File: src/rtl/assert_macros.svh
// Assertion macros for the RTL; included by the top level.
// No dependencies; include by bare file name.
`ifndef ASSERT_MACROS_SVH
`define ASSERT_MACROS_SVH
`ifndef SYNTHESIS
`define ASSERT_IMPL(label, clk, rst_n, prop, msg) \
    label: assert property (@(posedge clk) disable iff (!rst_n) (prop)) else $error(msg);
`define ASSERT_NEVER(label, clk, rst_n, cond, msg) \
    label: assert property (@(posedge clk) disable iff (!rst_n) !(cond)) else $error(msg);
`else
`define ASSERT_IMPL(label, clk, rst_n, prop, msg)
`define ASSERT_NEVER(label, clk, rst_n, cond, msg)
`endif
`endif

File: src/rtl/tvpns_pkg.sv
// Shared types and constants of the three-voice pulse/noise synth.
// No dependencies.
package tvpns_pkg;
    localparam logic [1:0] CMD_TICK = 2'd0;
    localparam logic [1:0] CMD_ON   = 2'd1;
    localparam logic [1:0] CMD_OFF  = 2'd2;

    localparam logic [2:0] REG_DUTY0  = 3'd0;
    localparam logic [2:0] REG_DUTY1  = 3'd1;
    localparam logic [2:0] REG_LFO0   = 3'd2;
    localparam logic [2:0] REG_LFO1   = 3'd3;
    localparam logic [2:0] REG_GLIDE0 = 3'd4;
    localparam logic [2:0] REG_GLIDE1 = 3'd5;

    localparam logic [22:0] NOISE_SEED = 23'h1F37A5;
    localparam logic [7:0]  DUTY_RESET = 8'd128;
    localparam int          DIV_STEPS  = 32;

    typedef enum logic [2:0] {
        ST_IDLE, ST_TICK, ST_DIV_LOAD, ST_DIV, ST_DIV_DONE, ST_OUT
    } t_state;

    // controller -> datapath
    typedef struct packed {
        logic tick;      // advance both pulse voices and an enabled noise voice, load result
        logic note;      // apply note on/off directly
        logic div_load;  // capture glide operands
        logic div_step;  // one restoring division step
        logic div_done;  // write glide step
    } t_cmd;

    // datapath -> controller
    typedef struct packed {
        logic glide;     // note on needs a glide division
    } t_status;
endpackage

File: src/rtl/tvpns_ctrl.sv
// Controller of the synth: sequences ticks, notes and the glide divider.
// Depends on tvpns_pkg.
module tvpns_ctrl (
    input  logic                i_clk,
    input  logic                i_rst_n,
    input  logic                i_in_valid,
    input  logic [1:0]          i_command,
    input  logic                i_out_free,
    input  tvpns_pkg::t_status  i_status,
    output logic                o_in_ready,
    output tvpns_pkg::t_cmd     o_cmd
);
    tvpns_pkg::t_state r_state, n_state;
    logic [5:0] r_cnt, n_cnt;

    always_ff @(posedge i_clk) begin
        if (!i_rst_n) begin
            r_state <= tvpns_pkg::ST_IDLE;
            r_cnt   <= '0;
        end else begin
            r_state <= n_state;
            r_cnt   <= n_cnt;
        end
    end

    always_comb begin
        n_state = r_state;
        n_cnt   = r_cnt;
        unique case (r_state)
            tvpns_pkg::ST_IDLE: begin
                if (i_in_valid) begin
                    priority if (i_command == tvpns_pkg::CMD_TICK) begin
                        n_state = i_out_free ? tvpns_pkg::ST_OUT : tvpns_pkg::ST_IDLE;
                    end else if (i_command == tvpns_pkg::CMD_ON && i_status.glide) begin
                        n_state = tvpns_pkg::ST_DIV_LOAD;
                    end else begin
                        n_state = tvpns_pkg::ST_IDLE;
                    end
                end
            end
            tvpns_pkg::ST_DIV_LOAD: begin
                n_state = tvpns_pkg::ST_DIV;
                n_cnt   = '0;
            end
            tvpns_pkg::ST_DIV: begin
                n_cnt = r_cnt + 6'd1;
                if (r_cnt == 6'(tvpns_pkg::DIV_STEPS - 1)) n_state = tvpns_pkg::ST_DIV_DONE;
            end
            tvpns_pkg::ST_DIV_DONE: n_state = tvpns_pkg::ST_IDLE;
            tvpns_pkg::ST_OUT:      n_state = tvpns_pkg::ST_IDLE;
            default:                n_state = tvpns_pkg::ST_IDLE;
        endcase
    end

    always_comb begin
        o_in_ready = 1'b0;
        o_cmd      = '0;
        unique case (r_state)
            tvpns_pkg::ST_IDLE: begin
                o_in_ready = (i_command != tvpns_pkg::CMD_TICK) || i_out_free;
                if (i_in_valid && o_in_ready) begin
                    o_cmd.tick = (i_command == tvpns_pkg::CMD_TICK);
                    // only a note on can start a glide; a note off always applies directly
                    o_cmd.note = (i_command != tvpns_pkg::CMD_TICK)
                               && !((i_command == tvpns_pkg::CMD_ON) && i_status.glide);
                    o_cmd.div_load = (i_command == tvpns_pkg::CMD_ON) && i_status.glide;
                end
            end
            tvpns_pkg::ST_DIV:      o_cmd.div_step = 1'b1;
            tvpns_pkg::ST_DIV_DONE: o_cmd.div_done = 1'b1;
            default: ;
        endcase
    end
endmodule

File: src/rtl/tvpns_dp.sv
// Datapath of the synth: accumulators, LFOs, glide, LFSR, serial divider.
// Depends on tvpns_pkg.
module tvpns_dp (
    input  logic                i_clk,
    input  logic                i_rst_n,
    input  tvpns_pkg::t_cmd     i_cmd,
    input  logic [1:0]          i_command,
    input  logic [1:0]          i_voice,
    input  logic [31:0]         i_increment,
    input  logic                i_cfg_we,
    input  logic [2:0]          i_cfg_index,
    input  logic [31:0]         i_cfg_data,
    input  logic                i_out_take,
    output tvpns_pkg::t_status  o_status,
    output logic                o_out_valid,
    output logic [2:0]          o_levels
);
    logic [7:0]  r_duty [2];
    logic [31:0] r_lfo_rate [2];
    logic [15:0] r_glide_ms [2];
    logic [31:0] r_phase [2];
    logic [31:0] r_inc [3];
    logic [31:0] r_lfo_ph [2];
    logic [31:0] r_tgt [2];
    logic [31:0] r_step [2];
    logic [6:0]  r_tick_cnt;
    logic [22:0] r_lfsr;
    logic [31:0] r_nphase;
    logic        r_nen;
    logic        r_out_valid;
    logic [2:0]  r_levels;
    // glide divider
    logic        r_dv;
    logic [31:0] r_dinc;
    logic        r_neg, r_dnz;
    logic [31:0] r_quo;
    logic [23:0] r_ticks;
    logic [32:0] r_rem;
    logic [21:0] n_ms61;
    logic [42:0] n_recip;
    logic [23:0] n_ticks;
    logic [31:0] n_diff, n_mag;
    logic [32:0] n_trial;
    logic [31:0] n_inc_g [2];
    logic [31:0] n_lp [2];
    logic        n_lv [2];
    logic [31:0] n_nph;
    logic [22:0] n_lfsr;
    logic        n_vsel;
    logic        n_wrap;

    function automatic logic [7:0] n_phase_top(input logic [31:0] ph, input logic [31:0] inc);
        logic [31:0] s;
        s = ph + inc;
        return s[31:24];
    endfunction

    assign n_vsel = i_voice[0];
    assign o_status.glide = (i_voice[1] == 1'b0) && (r_glide_ms[n_vsel] != 16'd0)
                          && (r_inc[n_vsel] != 32'd0);
    assign n_wrap = (r_tick_cnt == 7'h7F);
    assign o_out_valid = r_out_valid;
    assign o_levels = r_levels;

    always_comb begin
        for (int v = 0; v < 2; v++) begin
            logic [31:0] d;
            logic        pos_hit, neg_hit;
            logic [7:0]  b, duty;
            d = r_tgt[v] - r_inc[v];
            pos_hit = !r_step[v][31] && ($signed(d) <= $signed(r_step[v]));
            neg_hit = r_step[v][31] && ($signed(d) >= $signed(r_step[v]));
            n_inc_g[v] = r_inc[v];
            if (n_wrap && r_step[v] != 32'd0 && r_inc[v] != r_tgt[v])
                n_inc_g[v] = (pos_hit || neg_hit) ? r_tgt[v] : r_inc[v] + r_step[v];
            n_lp[v] = r_lfo_ph[v] + r_lfo_rate[v];
            b = n_lp[v][31] ? ~n_lp[v][31:24] : n_lp[v][31:24];
            duty = (r_lfo_rate[v] != 32'd0) ? {1'b0, b[6:0]} + 8'd64 : r_duty[v];
            n_lv[v] = (n_inc_g[v] != 32'd0) && (n_phase_top(r_phase[v], r_inc[v]) < duty);
        end
        n_nph  = r_nphase + r_inc[2];
        n_lfsr = r_lfsr;
        if (!r_nphase[31] && n_nph[31]) n_lfsr = {r_lfsr[21:0], r_lfsr[22] ^ r_lfsr[17]};
        n_diff  = i_increment - r_inc[n_vsel];
        n_mag   = n_diff[31] ? 32'd0 - n_diff : n_diff;
        // ms*244/1000 = ((ms*61) >> 1) / 125; divide by 125 through a 2^28 reciprocal,
        // exact for the 21-bit dividend
        n_ms61  = 22'(r_glide_ms[n_vsel]) * 22'd61;
        n_recip = 43'(n_ms61[21:1]) * 43'd2147484;
        n_ticks = {9'd0, n_recip[42:28]};
        n_trial = {r_rem[31:0], r_dinc[31]} - {9'd0, r_ticks};
    end

    always_ff @(posedge i_clk) begin
        if (!i_rst_n) begin
            for (int v = 0; v < 2; v++) begin
                r_duty[v] <= tvpns_pkg::DUTY_RESET;
                r_lfo_rate[v] <= '0;
                r_glide_ms[v] <= '0;
                r_phase[v] <= '0;
                r_lfo_ph[v] <= '0;
                r_tgt[v] <= '0;
                r_step[v] <= '0;
            end
            for (int v = 0; v < 3; v++) r_inc[v] <= '0;
            r_tick_cnt  <= '0;
            r_lfsr      <= tvpns_pkg::NOISE_SEED;
            r_nphase    <= '0;
            r_nen       <= 1'b0;
            r_out_valid <= 1'b0;
            r_dv        <= 1'b0;
        end else begin
            if (i_out_take) r_out_valid <= 1'b0;
            if (i_cfg_we) begin
                unique case (i_cfg_index)
                    tvpns_pkg::REG_DUTY0:  r_duty[0] <= i_cfg_data[7:0];
                    tvpns_pkg::REG_DUTY1:  r_duty[1] <= i_cfg_data[7:0];
                    tvpns_pkg::REG_LFO0, tvpns_pkg::REG_LFO1: begin
                        r_lfo_rate[i_cfg_index[0]] <= i_cfg_data;
                        r_lfo_ph[i_cfg_index[0]] <= '0;
                    end
                    tvpns_pkg::REG_GLIDE0, tvpns_pkg::REG_GLIDE1: begin
                        r_glide_ms[i_cfg_index[0]] <= i_cfg_data[15:0];
                        if (i_cfg_data[15:0] == 16'd0) r_step[i_cfg_index[0]] <= '0;
                    end
                    default: ;
                endcase
            end
            if (i_cmd.tick) begin
                for (int v = 0; v < 2; v++) begin
                    r_phase[v] <= r_phase[v] + r_inc[v];
                    r_inc[v] <= n_inc_g[v];
                    if (n_inc_g[v] != 32'd0 && r_lfo_rate[v] != 32'd0) r_lfo_ph[v] <= n_lp[v];
                end
                r_tick_cnt <= r_tick_cnt + 7'd1;
                if (r_nen) begin
                    r_nphase <= n_nph;
                    r_lfsr   <= n_lfsr;
                end
                r_out_valid <= 1'b1;
                r_levels <= {r_nen && (n_lfsr[0] ^ n_lfsr[2] ^ n_lfsr[5] ^ n_lfsr[9]
                            ^ n_lfsr[11] ^ n_lfsr[14] ^ n_lfsr[18] ^ n_lfsr[20]),
                            n_lv[1], n_lv[0]};
            end
            if (i_cmd.note && i_voice != 2'd3) begin
                if (i_command == tvpns_pkg::CMD_ON) begin
                    r_inc[i_voice] <= i_increment;
                    if (!i_voice[1]) begin
                        r_tgt[n_vsel] <= i_increment;
                        r_step[n_vsel] <= '0;
                    end else r_nen <= 1'b1;
                end else if (i_command == tvpns_pkg::CMD_OFF) begin
                    r_inc[i_voice] <= '0;
                    if (!i_voice[1]) begin
                        r_tgt[n_vsel] <= '0;
                        r_step[n_vsel] <= '0;
                    end else r_nen <= 1'b0;
                end
            end
            if (i_cmd.div_load) begin
                r_dv    <= n_vsel;
                r_dinc  <= n_mag;
                r_neg   <= n_diff[31];
                r_dnz   <= n_diff != 32'd0;
                r_tgt[n_vsel] <= i_increment;
                r_ticks <= (n_ticks == 24'd0) ? 24'd1 : n_ticks;
                r_rem   <= '0;
            end
            if (i_cmd.div_step) begin
                if (!n_trial[32]) r_rem <= n_trial;
                else r_rem <= {r_rem[31:0], r_dinc[31]};
                r_dinc <= {r_dinc[30:0], 1'b0};
                r_quo  <= {r_quo[30:0], !n_trial[32]};
            end
            if (i_cmd.div_done) begin
                if (r_quo == 32'd0)
                    r_step[r_dv] <= (!r_neg && r_dnz) ? 32'd1 : 32'hFFFF_FFFF;
                else
                    r_step[r_dv] <= r_neg ? 32'd0 - r_quo : r_quo;
            end
        end
    end
endmodule

File: src/rtl/three_voice_pulse_noise_synth_top.sv
// Top level of the three-voice pulse/noise synth.
// Depends on tvpns_pkg, tvpns_ctrl, tvpns_dp and assert_macros.svh.
//
// Usage:
//  - Slave stream (s_axis_*): one beat per command. tuser = command,
//    tdata = {increment, voice} with voice in bits 1:0, increment in 33:2.
//  - Master stream (m_axis_*): one beat per sample tick, tdata bit 0 =
//    pulse0 level, bit 1 = pulse1 level, bit 2 = noise level.
//  - Config channel (i_cfg_*): register index and data, always ready;
//    write only while no command beat is in progress.
//  - Output: a tick beat's result is registered in the output register
//    on acceptance. A tick passes through ST_OUT; a plain note stays idle.
//  - A note on that starts a glide runs a 32-step restoring divider, one
//    quotient bit per cycle in ST_DIV; no beat is taken before ST_DIV_DONE ends.
//  - Ticks are held off (tready low) while the previous result has not
//    been taken; notes still pass. Reset clears all voices, loads the
//    noise seed and sets both duties to 128.
`include "assert_macros.svh"
module three_voice_pulse_noise_synth_top (
    input  logic        i_clk,
    input  logic        i_rst_n,
    input  logic        s_axis_tvalid,
    output logic        s_axis_tready,
    input  logic [39:0] s_axis_tdata,  // voice[1:0], increment[33:2], zero pad
    input  logic [1:0]  s_axis_tuser,  // command[1:0]
    output logic        m_axis_tvalid,
    input  logic        m_axis_tready,
    output logic [7:0]  m_axis_tdata,  // pulse0[0], pulse1[1], noise[2], zero pad
    input  logic        i_cfg_valid,
    output logic        o_cfg_ready,
    input  logic [2:0]  i_cfg_index,
    input  logic [31:0] i_cfg_data
);
    tvpns_pkg::t_cmd    w_cmd;
    tvpns_pkg::t_status w_status;
    logic               w_out_valid;
    logic [2:0]         w_levels;
    logic               w_out_take;

    // drain the output beat; a tick may refill it the same cycle
    assign w_out_take    = w_out_valid && m_axis_tready;
    assign o_cfg_ready   = 1'b1;
    assign m_axis_tvalid = w_out_valid;
    assign m_axis_tdata  = {5'd0, w_levels};

    tvpns_ctrl u_ctrl (
        .i_clk      (i_clk),
        .i_rst_n    (i_rst_n),
        .i_in_valid (s_axis_tvalid),
        .i_command  (s_axis_tuser),
        .i_out_free (!w_out_valid || m_axis_tready),
        .i_status   (w_status),
        .o_in_ready (s_axis_tready),
        .o_cmd      (w_cmd)
    );

    tvpns_dp u_dp (
        .i_clk       (i_clk),
        .i_rst_n     (i_rst_n),
        .i_cmd       (w_cmd),
        .i_command   (s_axis_tuser),
        .i_voice     (s_axis_tdata[1:0]),
        .i_increment (s_axis_tdata[33:2]),
        .i_cfg_we    (i_cfg_valid),
        .i_cfg_index (i_cfg_index),
        .i_cfg_data  (i_cfg_data),
        .i_out_take  (w_out_take),
        .o_status    (w_status),
        .o_out_valid (w_out_valid),
        .o_levels    (w_levels)
    );

    `ASSERT_IMPL(a_tick_result, i_clk, i_rst_n, w_cmd.tick |=> m_axis_tvalid, "tick gave no beat")
    `ASSERT_NEVER(a_cmd_excl, i_clk, i_rst_n, w_cmd.tick && (w_cmd.div_step || w_cmd.note), "commands overlap")
    `ASSERT_IMPL(a_div_busy, i_clk, i_rst_n, w_cmd.div_step |-> !s_axis_tready, "input taken while dividing")
endmodule
File: config.mk
export PLATFORM = sky130hd
export DESIGN_NAME = three_voice_pulse_noise_synth_top
export DESIGN_NICKNAME = d
export VERILOG_FILES = /design/src/rtl/tvpns_pkg.sv /design/src/rtl/tvpns_ctrl.sv /design/src/rtl/tvpns_dp.sv /design/src/rtl/three_voice_pulse_noise_synth_top.sv
export VERILOG_INCLUDE_DIRS = /design/src /design/src/rtl
export SDC_FILE = /design/constraint.sdc
export NUM_CORES = 2
export LEC_CHECK = 0
export BUFFER_PORTS_ARGS = -buffer_cell sky130_fd_sc_hd__buf_2
export CAP_MARGIN = 0
export CORE_ASPECT_RATIO = 0.75
export CORE_MARGIN = 1.5
export CORE_UTILIZATION = 30
export CTS_BUF_LIST = sky130_fd_sc_hd__clkbuf_4 sky130_fd_sc_hd__clkbuf_8
export CTS_CLUSTER_DIAMETER = 80
export DETAILED_ROUTE_END_ITERATION = 12
export PLACE_DENSITY = 0.44
export SLEW_MARGIN = 40
export SYNTH_ARGS = -nofsm -noshare
export SYNTH_HDL_FRONTEND = slang
export SYNTH_SLANG_ARGS = --single-unit
File: constraint.sdc
create_clock -name i_clk -period 14.55 [get_ports i_clk]
set_clock_uncertainty 0.15 [all_clocks]
set_input_delay 0.7275 -clock i_clk [delete_from_list [all_inputs] [get_ports i_clk]]
set_output_delay 0.7275 -clock i_clk [all_outputs]
set_load 0.005 [all_outputs]
* Word-level counts from Yosys, hierarchy flattened
Memories as Yosys holds them, arrays and structs flattened.
Index checks and enable logic that the tools add are counted.
** Word-level totals
- Register bits :: 199
- Bits in writable memories :: 464
- Word-level logic and storage cells :: 304
- Memories :: 8
** Memory list
- u_dp.r_inc :: depth 3, bits a word 32, rd ports 4, clocked after Yosys merged registers in 0, wr ports 3, line tvpns_dp.sv:22 : logic [31:0] r_inc [3];
- u_dp.r_lfo_ph :: depth 2, bits a word 32, rd ports 2, clocked after Yosys merged registers in 0, wr ports 3, line tvpns_dp.sv:23 : logic [31:0] r_lfo_ph [2];
- u_dp.r_lfo_rate :: depth 2, bits a word 32, rd ports 2, clocked after Yosys merged registers in 0, wr ports 2, line tvpns_dp.sv:19 : logic [31:0] r_lfo_rate [2];
- u_dp.r_phase :: depth 2, bits a word 32, rd ports 2, clocked after Yosys merged registers in 0, wr ports 2, line tvpns_dp.sv:21 : logic [31:0] r_phase [2];
- u_dp.r_step :: depth 2, bits a word 32, rd ports 2, clocked after Yosys merged registers in 0, wr ports 2, line tvpns_dp.sv:25 : logic [31:0] r_step [2];
- u_dp.r_tgt :: depth 2, bits a word 32, rd ports 2, clocked after Yosys merged registers in 0, wr ports 2, line tvpns_dp.sv:24 : logic [31:0] r_tgt [2];
- +2 memories
** Cells by class
- $add $sub $neg :: 17
- Multipliers :: 2
- $lt $le $gt $ge :: 6
- Equality and inequality tests :: 21
- Multiplexer cells :: 132
- Bitwise gates (word level) :: 30
- Reduce and logical (&&, ||, !) cells :: 70
** Operators with widths (number)
- $mux W32 :: 29
- $reduce_bool A32 Y1 :: 8
- $add A32 B32 Y32 :: 7
- $reduce_or A32 Y1 :: 6
- $sub A32 B32 Y32 :: 3
- $mux W1 :: 85
- $ge A32 B32 Y1 :: 2
- $le A32 B32 Y1 :: 2
- $ne A32 B32 Y1 :: 2
- $sub A1 B32 Y32 const A :: 2
- $mul A21 B20 Y41 const B :: 1
- $sub A33 B24 Y33 :: 1
- $logic_not A32 Y1 :: 1
- $mux W8 :: 4
- $logic_not A24 Y1 :: 1
- $logic_and A1 B1 Y1 :: 22
- $mul A16 B6 Y22 const B :: 1
- $mux W21 :: 1
- $mux W3 :: 6
- $add A7 B7 Y8 const B :: 2
- $logic_not A16 Y1 :: 1
- $lt A8 B8 Y1 :: 2
- $mux W16 :: 1
- $reduce_bool A16 Y1 :: 1
- 31 further kinds :: 87

* Longest topological paths before layout
An unclocked memory read counts as a cell.
- Word-level depth :: 17
- Gate-level depth with buffers :: 50

* Cells and area by module
Synthesis repeated with hierarchy kept, for this count alone.
** Second synthesis, totals
- Cell total of the unflattened synthesis :: 5723
- Area total of the unflattened synthesis :: 54125.7 um2
** By module, submodules not included
- tvpns_dp :: instances 1, cells each 5651, area an instance 53548.9 um2, seq. area each 18077.3 um2
- tvpns_ctrl :: instances 1, cells each 62, area an instance 511.7 um2, seq. area each 180.2 um2
- three_voice_pulse_noise_synth_top :: instances 1, cells each 10, area an instance 65.1 um2, seq. area each 0.0 um2

* Worst setup path before layout
OpenSTA, ideal clock, no wires.
- Path type :: input -> register
- Start :: input port s_axis_tdata[0]
- End :: register u_dp.r_ticks[13] (data pin)
- Arrival :: 12.372 ns
- Path slack :: 1.755 ns
- Cell stages on the path :: 46
- Buffers on the path :: 3
- Path through :: clkbuf_1 > buf_1 > clkbuf_1 > mux2i_1 > inv_1 > fa_1 > fa_1 > inv_1 > fa_1 > inv_1 > ha_1 > a21o_1 > a21oi_1 > nor2b_1 > o21a_1 > o41ai_1 > nor2b_1 > o21a_1 > [10 not listed] > inv_1 > fa_1 > inv_1 > ha_1 > ha_1 > ha_1 > a21o_1 > a211oi_1 > nand4b_1 > o221a_2 > a22o_1 > o21a_1 > o41ai_1 > o2111ai_1 > a21oi_1 > o21bai_1 > a21oi_1 > xor2_1
** On the way
- Longest elaborated chain between the ends :: 4
** RTL lines
- from (decl) :: line three_voice_pulse_noise_synth_top.sv:24 : input logic [39:0] s_axis_tdata,
- $mem_v2 Z2 W16 (*)
- $mul A16 B6 Y22 (*) :: line tvpns_dp.sv:88 : n_ms61 = 22'(r_glide_ms[n_vsel]) * 22'd61;
- $mul A21 B20 Y41 (*) :: line tvpns_dp.sv:89 : n_recip = 43'(n_ms61[21:1]) * 43'd2147484;
- $logic_not A24 Y1 :: line tvpns_dp.sv:166 : r_ticks <= (n_ticks == 24'd0) ? 24'd1 : n_ticks;
- to (signal assigned) :: line tvpns_dp.sv:166
- to (decl) :: line tvpns_dp.sv:37 : logic [23:0] r_ticks;
Every way passes the cells marked *; elsewhere a longest branch is shown, timed or not.
A chain may end at the register's enable or synchronous reset.

* Worst setup path after layout
- Start :: memory u_dp.r_glide_ms[1][1]
- End :: register u_dp.r_ticks[13] (data pin)
** On the way
- Longest elaborated chain between the ends :: 4
** RTL lines
- from (decl) :: line tvpns_dp.sv:20 : logic [15:0] r_glide_ms [2];
- $mem_v2 Z2 W16 (*)
- $mul A16 B6 Y22 (*) :: line tvpns_dp.sv:88
- $mul A21 B20 Y41 (*) :: line tvpns_dp.sv:89
- $logic_not A24 Y1 :: line tvpns_dp.sv:166
Marks and branches as above.

==> results.md <==
* Share of layout cells above drive strength 1 at 0.07868
* F_max at 0.07969 GHz
* Post-CTS Setup Repair Bufs at 0
* Post-Synthesis Cell Area at 52,970 um2
* Sink count of the clock tree at 654
* Routability congestion estimate from global placement at 0.9391
* Peak per-stage delay on the critical path at 650 ps
* Element type at the critical path end: flip-flop
* Number of synthesized register bits at 654
* Placeable core region at 175,400 um2
* Cell type with the largest total area after synthesis: edfxtp_1
* Grt total ovfl at 0
* Biggest fanout along the worst timing path at 8
* Number of rows created at floorplan at 133
* Sum of negative setup slack at 0 ps
* Reg-to-Reg End: u_dp.r_ticks[13]
* Wire length per cell after detailed routing at 21.21 um
* Commonest register cell after synthesis: edfxtp_1
* Highest-count cells in the layout ignoring fill and taps: ha_1, edfxtp_1, inv_1, nor2_1, nand2_1
* Clock insertion delay at the later pin of the skew report at 920 ps
* CTS Hold Bufs at 24
* Vias after detailed routing at 41,570
* Total global-route track usage at 0.1905
* Relative slew slack at 0.3670
* Startpoint of the lowest-slack register-to-register path: u_dp.r_glide_ms[1][1]
* Worst path setup slack after routing at 2002 ps
* Biggest area contributors in the synthesized netlist: edfxtp_1, ha_1, fa_1
* Root Buffer Master: clkbuf_8
* Maxcap violations at 0
* Transition time at the pin with the least slew margin at 939.6 ps
* Die X-Extent at 488.2 um
* PostCTS Resize Cnt at 0
* Antenna violations before repair at 11
* Vertical die dimension at 366.9 um
* DRC viols at 0
* Worst setup SP type: flip-flop
* Count of final setup violators at 0
* Worst path required time at 15,000 ps
* Count of final max-slew check failures at 0
* Leading cell type in the layout, fill and taps excluded: ha_1
* Data arrival time at the worst-slack endpoint at 13,000 ps
* Type of the worst setup path: flip-flop to flip-flop
* Type of the worst min-delay path: input pin to flip-flop
* Cell with the biggest individual delay on the critical path: fa_1
* Final hold violations at 0
* Flop2flop setup slack at 2000 ps
* Via/cell ratio at 5.111
* Clock-pin slew reported for the worst setup and hold paths after clock tree synthesis at 70 ps
* Share of the clock period used by the worst path after layout at 0.8624
* Number of distinct library cells after synthesis at 96
* Worst hold path depth at 2
* Average instance area after synthesis at 9.571 um2
* Yosys synthesis warning count at 0
* Number of global-route vias before repair at 40,210
* Fin Hold WS at 103.4 ps
* Number of buffers and inverters on the critical path at 6
* Total wire length at 172.5 mm
* Port buffer count at 80
* Relative area change from synthesis to final layout at 11.79%
* Total I/O pin count at 93
* First-pass GRT wire length at 259.2 mm
* Number of iterations in the first detailed-routing pass at 6
* Delay-heaviest family, CP: compound AO/OA/AOI/OAI gates
* DRC marker count from the first detailed-route iteration at 3,369
* Initial cell density of the core at 0.3020
* Number of enable flip-flop cells after synthesis at 516
* Net count of the finished layout at 6,530
* Clock Path Buffers at 3
* Syn Inst Count at 5,535
* Final standard cell count with taps included and fillers excluded at 8,135
* RSZ-0062 raised after global routing: false
* Outcome: completed
* Post-route minimum period at 12,550 ps
* TritonCTS buffer count at 117
* Startpoint of the lowest-slack hold path: s_axis_tdata[24]
* Worst slack after detailed placement at 1078 ps
* DP Cell Count at 7,889
* Worst Hold Path EP: u_dp.r_tgt[0][22]
* Fraction of post-synthesis cell area in the top cell type by area at 0.2925
* Maximum number of pins on one net before global-route repair at 82
* Sequential element share of the synthesized area at 0.3447
* Post-DRT Antenna Nets at 0
* Die footprint at 179,100 um2
* Half-perimeter wire length after placement at 135.4 mm
* CTS tree: done
* Level count of the clock H-tree at 3
* Cell depth of the worst flop-to-flop path at 43
* Async set or reset register ratio after synthesis at 0
-- metal layers --
| metal | up-vias | wire length [um] | track usage |
|---|---|---|---|
| met5 | - | 55 | 0 |
| met4 | 8 | 3489 | 0.04327 |
| met3 | 198 | 9308 | 0.03031 |
| met2 | 934 | 70040 | 0.2716 |
| met1 | 20260 | 89650 | 0.2950 |
| li1 | 20180 | - | - |
-- state kept, by name (all words and copies together) (netlist names), 3 cells and up --
register         cells
u_dp.r_glide_ms     32
u_dp.r_quo          32
u_dp.r_lfsr         23
u_dp.r_nphase       32
u_dp.r_lfo_ph       64
u_dp.r_duty         16
u_dp.r_tgt          64
u_dp.r_phase        64
u_dp.r_tick_cnt      7
u_dp.r_step         64
u_dp.r_ticks        15
u_dp.r_lfo_rate     64
u_ctrl.r_cnt         6
u_dp.o_levels        3
u_dp.r_inc          96
u_ctrl.r_state       3
u_dp.r_dinc         32
u_dp.r_rem          32
-- cell usage after synthesis (8+ instances only) --
library cell and count:
o21ai_0 251, o31a_1 9, o21bai_1 51, a21boi_0 17, and2_1 164, a311oi_1 17, nand2_1 388, inv_1 504
a31o_2 9, or4_1 17, nor3_1 82, nand3_1 98, o21a_1 49, fa_1 144, a21o_1 181, o41ai_1 11
buf_4 11, edfxtp_1 516, a31oi_1 35, and3_1 66, clkbuf_1 126, ha_1 633, o211ai_1 24, buf_1 12
o21ai_1 15, xor2_1 158, a221oi_1 8, dfxtp_1 138, nor2_1 446, nand4_1 76, o311a_1 8, or2_2 21
and4_1 10, nor4_1 64, nor2b_1 49, a211oi_1 43, mux2i_1 162, or3_1 39, o31ai_1 30, nand2b_1 52
o22ai_1 48, a21oi_1 341, xnor2_1 258, a211o_1 13
-- per-stage QoR --
step	instance area (um2)	util
floorplan	52990	-
global placement	56290	0.3209
CTS	59160	0.3373
detailed placement	56450	0.3219
finish	59220	0.3376
global route	59210	0.3376
-- logic make-up after synthesis --
kind of cell / after synthesis / share of synthesized area
xor+xnor: 418 / 0.06939
mux: 167 / 0.03189
compound gates: 1248 / 0.1525
simple gates: 1605 / 0.1490
fa+ha+maj: 777 / 0.2039
buf+inv: 664 / 0.04856
other cells: 2 / 0.0001418
flops: 654 / 0.3447
-- how the worst max path moves through the flow --
| stage | start | to | slack [ps] | cells after the start |
|---|---|---|---|---|
| final | u_dp.r_glide_ms[1][1] | u_dp.r_ticks[13] | 2000 | 43 |
| after detailed placement | s_axis_tdata[0] | u_dp.r_ticks[13] | 1080 | 44 |
| after floorplan | s_axis_tdata[0] | u_dp.r_ticks[13] | 1760 | 46 |
| after CTS | u_dp.r_glide_ms[1][1] | u_dp.r_ticks[13] | 1830 | 43 |
| after global routing | u_dp.r_glide_ms[1][1] | u_dp.r_ticks[13] | 830 | 44 |
| after global placement | s_axis_tdata[0] | u_dp.r_ticks[13] | 1200 | 45 |
-- area by class of cell --
cell class / count / area (um2)
Tap cell: 2362 / 2955
Timing Repair Buffer: 173 / 1204
Antenna cell: 3 / 7.507
Inverter: 504 / 1892
Clock buffer: 178 / 2118
Sequential cell: 654 / 18260
Fill cell: 18250 / 116200
Clock inverter: 40 / 351.6
Multi-Input combinational cell: 4221 / 32430
Power is not shown: default switching activity piles up to over one toggle a cycle in this logic, so the estimate is an artifact.
